### config.mk
export PLATFORM = sky130hd
export DESIGN_NAME = bpfa_word_search
export DESIGN_NICKNAME = d
export VERILOG_FILES = /design/src/rtl/bpfa_word_search.sv
export SDC_FILE = /design/constraint.sdc
export NUM_CORES = 1
export LEC_CHECK = 0
export BUFFER_PORTS_ARGS = -buffer_cell sky130_fd_sc_hd__buf_2
export CORE_MARGIN = 4
export CORE_UTILIZATION = 46
export DETAILED_ROUTE_END_ITERATION = 10
export MAX_ROUTING_LAYER = met4
export PLACE_DENSITY = 0.85
export SYNTH_ARGS = -nofsm -noshare
export SYNTH_HDL_FRONTEND = slang
export SYNTH_SLANG_ARGS = --single-unit
### constraint.sdc
create_clock -name vclk -period 2
set_input_delay 0.1 -clock vclk [all_inputs]
set_output_delay 0.1 -clock vclk [all_outputs]
set_load 0.02 [all_outputs]
### src/rtl/bpfa_word_search.sv
// ----------------------------------------------------------------------------
// bpfa_word_search
// finds the lowest free page bit of one bitmap word inside a bit window
// ----------------------------------------------------------------------------
module bpfa_word_search #(
    parameter int WORD_BITS = 64,
    parameter int LO_W      = $clog2(WORD_BITS),
    parameter int AV_W      = $clog2(WORD_BITS + 1)
) (
    input  logic [WORD_BITS-1:0] occ,
    input  logic [LO_W-1:0]      lo,
    input  logic [AV_W-1:0]      avail,
    output logic                 found,
    output logic [LO_W-1:0]      pos
);

    logic [WORD_BITS-1:0] cand;

    // free, at or above the start bit, below the page count
    always_comb
    begin
        for (int b = 0; b < WORD_BITS; b++)
        begin
            cand[b] = !occ[b] && (LO_W'(b) >= lo) && (AV_W'(b) < avail);
        end
    end

    // priority pick, lowest bit wins
    always_comb
    begin
        pos = '0;
        for (int b = WORD_BITS - 1; b >= 0; b--)
        begin
            if (cand[b])
            begin
                pos = LO_W'(b);
            end
        end
    end

    assign found = |cand;

endmodule

==> results.ini, run 1 <==
[outcome]
status = aborted with a tool error
failing_step = 4_1_cts
first-error = [ERROR DPL-0033] detailed placement checks failed during check placement.

[floorplan]
io_pins = 84
rows = 26
die_w_um = 81.4
start_util_pct = 47.9
die_h_um = 81.4

[logic_synthesis]
synth_warnings = 0
syn_area_per_cell_um2 = 6.24
synthCells = 397
yosysUniqueCellTypes = 70
synth_area_um2 = 2480
ys_seq_area_share_pct = 0
syn-num-nets = 474

[placement]
portBuffers = 84
dpl_worst_slack_ps = -653
post-dp-hpwl_mm = 10.8
dp_cells = 665
place_congestion = 1.09

[clock_network]
post_cts_buffers = 26
hold_buffers = 0
ctsResizeCount = 178

==> metrics by stage <==
step                      utilization [%]  instance area, µm²
after floorplan                         -                2570
after global placement               77.9                4030
after detailed placement             77.9                4030
==> synth_stat cells, drive strengths merged (8+ instances only) <==
cell type  instances  area share, %
nor2b              8            2.0
inv               10            1.5
clkbuf            11            1.7
nor2              26            4.0
and2               8            2.0
a211oi            12            3.6
a21oi             43            8.8
nand3             21            4.2
a221oi            10            3.8
o21ai             38            7.7
nand2             31            4.7
a31oi              9            2.5
nor3              14            3.4
or3                8            2.0
buf               21            5.2
and3              10            2.5
a2111oi           16            6.2
o211ai             8            2.4
==> cells by family after synthesis <==
| logic type | after synthesis | share of synthesized area [%] |
|---|---|---|
| buffers and inverters | 42 | 8.38 |
| AOI/OAI and AO/OA | 191 | 54.1 |
| and+or+nand+nor | 164 | 37.5 |
==> run 2: changes to the inputs <==
CORE_UTILIZATION = 31   (was 46)
MAX_ROUTING_LAYER = not set   (was met4)
PLACE_DENSITY = not set   (was 0.85)
PLACE_DENSITY_LB_ADDON = 0.15   (was not set)
clock period = 2.6 ns   (was 2 ns; I/O delays follow)
==> run 2 against run 1 <==
Synthesized cell count did not move. The flow now finishes without violations. Synthesized area did not move.
==> results.ini, run 2 <==
[grt]
grt_pass1_vias = 3684
grt_pass1_wl_mm = 19.4
grt_usage_pct = 24.8
grt_max_degree = 26
overflow = 0
antenna_found_initial = 0

[finish]
layout_common_cells = buf_2, buf_4, a21oi_1, o21ai_0, nand2_1
regArea_um2 = 0
nFlopsAndLatches = 0
layout.cells.most_common = buf_2
fin_nets = 612
final_area_um2 = 3810
antenna_cells = 0
clock_buffers = 0
drive_above_1_share_pct = 42.2
area_growth_pct = 53.8
final_core_util_pct = 49.1

[run]
cap_violations = 0

[floorplan]
io_pins = 84
rows = 32
core_um2 = 7770
start_util_pct = 31.9
die_w_um = 97.4
die_h_um = 97.4
die_area_um2 = 9490

[timing]
period_share_pct = 97.2
whs_ps = 843
slew_headroom_pct = 63.0
period_minus_slack_ps = 2530
finalSetupViolations = 0
slew_violations = 0
worst_pin_slew_ps = 550
hold_violations = 0
max_freq_mhz = 396

[logic_synthesis]
syn-num-nets = 474
synthTopCellsByCount = a21oi_1, o21ai_0, nand2_1
synth.most_common_cell = a21oi_1
synth_area_leader_cell = a21oi_1
synthCells = 397
ys_seq_area_share_pct = 0
syn_area_per_cell_um2 = 6.24
synth.top_cell.area_share_pct = 8.48
yosysUniqueCellTypes = 70
synth_warnings = 0
yosys-top-cells-area = a21oi_1, o21ai_0, a2111oi_0, nand2_1, nand3_1
synth_area_um2 = 2480

[drt]
dr.pass1.iters = 5
vias = 4042
ant_nets = 0
drc_errors = 0
wl_per_cell_um = 20.5
wirelength_mm = 13.0
vias_per_cell = 6.37
drt_iter0_drc = 359

[placement]
dpl_cell_area_um2 = 3500
place_congestion = 1.03
post-dp-hpwl_mm = 10.5
portBuffers = 84

[min_path]
holdCritPathClass = input port to output port

[worst_setup_path]
path_max_fanout = 8
cp-end-kind = output port
worstSetupPathType = input port to output port
worstPathArrival_ps = 2400
crit_required_ps = 2470
critical_path.endpoint = pos[0]
cp-startpoint = avail[4]
cp-start-kind = input port

[power]
leakage_nw = 1.61
vdd_drop_max_uv = 124
power_density_nw_per_um2 = 203
finalPower_uw = 774

[outcome]
status = complete, no violations

[run 2: metrics by stage]
step / setup WS (ps) / TNS [ps] / std cells
2_1_floorplan: 216 / 0 / 397
3_3_place_gp: -57.7 / -98.4 / 630
3_5_place_dp: -110 / -250 / 630
4_1_cts: 17.5 / 0 / 630
5_1_grt: -4.48 / -4.48 / 635
6_report: 71.9 / 0 / 635
[run 2: area by class of cell]
type,count,area (µm²)
Fill cell,831,3960
Multi-Input combinational cell,355,2510
Timing Repair Buffer,168,1130
Tap cell,102,128
Inverter,10,37.5
[run 2: cell families (layout without fill, tap and decap cells)]
logic type | after synthesis | count (layout) | synth area share [%]
buf+inv | 42 | 178 | 8.38
compound gates | 191 | 191 | 54.1
simple gates | 164 | 164 | 37.5
[run 2: what timing repair did]
action,in CTS,in global routing
setup endpoints to repair,5,6
pin swaps,0,14
gates resized for setup,5,58
hold buffers,0,0
hold endpoints to repair,0,0
buffers inserted,0,5
[run 2: worst min path at each step]
stage | end | from | slack, ps | cells after the start
final | pos[0] | occ[0] | 840 | 4
after global routing | pos[0] | occ[0] | 870 | 4
after CTS | pos[0] | occ[0] | 850 | 4
after detailed placement | pos[0] | occ[0] | 840 | 4
after global placement | pos[0] | occ[0] | 860 | 4
after floorplan | pos[0] | occ[23] | 640 | 3
[run 2: where the power goes]
group	internal, mW	switching (mW)
clock network	0	0
logic	0.339	0.435
registers	0	0
total	0.339	0.435
[run 2: per-layer routing]
metal  vias to the layer above  part of all wire, %  GRT usage [%]
met5                         -                    0              0
met4                         0                  2.7           4.79
met3                        32                  8.3           2.94
met2                       248                   45           39.9
met1                      1903                   43           35.5
li1                       1859                    -              -
[run 2: critical path, cell delays in order]
cell and delay [ps]:
buf_2 210, and4bb_2 350, a221oi_4 330, and3_4 250, o21ai_0 80, a21o_1 210, a211oi_1 260, nor2_1 120
o31ai_1 240, buf_2 210
No activity file was read; power rests on OpenSTA's default activity.
==> run 3: changes to the inputs <==
REMOVE_ABC_BUFFERS = 1   (was not set)
==> run 3 against run 2 <==
The flow now finishes with violations (negative setup slack). Critical path type unchanged. Critical endpoint unchanged. Via count is 1.9% lower. Hold slack better by 59 ps. Utilization is 0.18 points lower.
==> results.ini, run 3 (synthesis gave the netlist of run 2 again) <==
[timing]
finalSetupViolations = 1
period_minus_slack_ps = 2610
slew_violations = 0
max_freq_mhz = 383
fin_ws_ps = -13.3
rsz0062_at_grt = true
period_share_pct = 101
hold_violations = 0
worst_pin_slew_ps = 697
slew_headroom_pct = 52.3

[placement]
dpl_worst_slack_ps = -118
place_congestion = 1.08
portBuffers = 84
post-dp-hpwl_mm = 10.7

[finish]
antenna_cells = 0
area_growth_pct = 53.3
fill_cells = 845
nFlopsAndLatches = 0
clock_buffers = 0
regArea_um2 = 0
fin_nets = 622
layout_common_cells = buf_4, buf_2, a21oi_1, nand2_1, o21ai_0
layout.cells.most_common = buf_4
drive_above_1_share_pct = 42.0

[worst_setup_path]
cp_cell_sequence = buf_2 > buf_4 > o21a_1 > a221oi_1 > nand3_1 > o21ai_0 > a2111oi_0 > o21ai_0 > nor2_1 > o31ai_1 > buf_2
crit_path_max_incr_delay_ps = 480
worstSetupPathType = input port to output port
crit_required_ps = 2470
path_max_fanout = 8
cp-end-kind = output port
worstPathArrival_ps = 2480
cp_top_family = compound AO/OA/AOI/OAI gates
critPathBufInv = 3
slowest_stage = a221oi_1
cp-start-kind = input port

[floorplan]
die_w_um = 97.4
io_pins = 84
core_um2 = 7770
die_area_um2 = 9490
rows = 32
start_util_pct = 31.9
die_h_um = 97.4

[run]
cap_violations = 0

[grt]
grt_usage_pct = 25.2
overflow = 0
grt_pass1_vias = 3774
grt_max_degree = 21
antenna_found_initial = 0
grt_pass1_wl_mm = 19.9

[power]
leakage_nw = 1.63
finalPower_uw = 755
vdd_drop_max_uv = 108
power_density_nw_per_um2 = 199

[drt]
drt_iter0_drc = 340
wirelength_mm = 13.0
vias = 3967
wl_per_cell_um = 20.1
vias_per_cell = 6.15
dr.pass1.iters = 5
ant_nets = 0
drc_errors = 0

[clock_network]
post_cts_buffers = 0
hold_buffers = 0

[outcome]
status = finished, violations left
violations = negative setup slack

[min_path]
holdCritPathClass = input port to output port

-- run 3: cell types whose count changed in the layout (fill, tap and decap cells not counted), moves of 3 or more --
cell,previous run,this run
nor3_2,2,5
buf_6,5,2
a2111oi_0,8,4
o21ai_1,5,8
buf_4,78,90
o21ai_0,32,29
buf_2,79,82
a2111oi_1,3,6
-- run 3: worst paths after layout --
check | start | endpoint | slack [ps] | cells after the start
worst max-delay path | lo[1] | pos[0] | -10 | 11
worst min-delay path | occ[0] | pos[0] | 900 | 4
-- run 3: layer usage --
metal / wire (µm) / GRT usage (%)
met3: 1060 / 2.37
met5: 0 / 0
met1: 5660 / 37.1
met4: 422 / 6.18
met2: 5820 / 39.1
-- run 3: power breakdown --
group          internal (mW)  switching, mW
sequential                 0              0
combinational          0.330          0.425
clock                      0              0
-- run 3: final cells by class --
cell class	instances	area (µm²)	area share, %
inverters	10	37.5	0.988
well taps	102	128	3.36
repair buffers	178	1190	31.3
multi-input cells	355	2440	64.3
-- run 3: worst min-delay path: cells and delay by family --
| family | cells | cell delay, ps |
|---|---|---|
| buffers and inverters | 2 | 260 |
| AO/OA/AOI/OAI | 2 | 390 |
-- run 3: repair_timing --
action                                  in CTS  in global routing
pin swaps                                    0                  4
resized for setup                            5                 47
endpoints found under the setup margin       3                  7
-- run 3: stage by stage --
step                      setup TNS [ps]  util, %  std cells  cell area, µm²  hold WS (ps)
after CTS                              0     46.6        645            3620           894
after detailed placement            -178     46.5        645            3610           892
final                              -13.3     48.9        645            3800           902
after global routing               -30.3     48.9        645            3800           910
after floorplan                        0        -        365            2310           630
after global placement              -163     46.5        645            3610           918
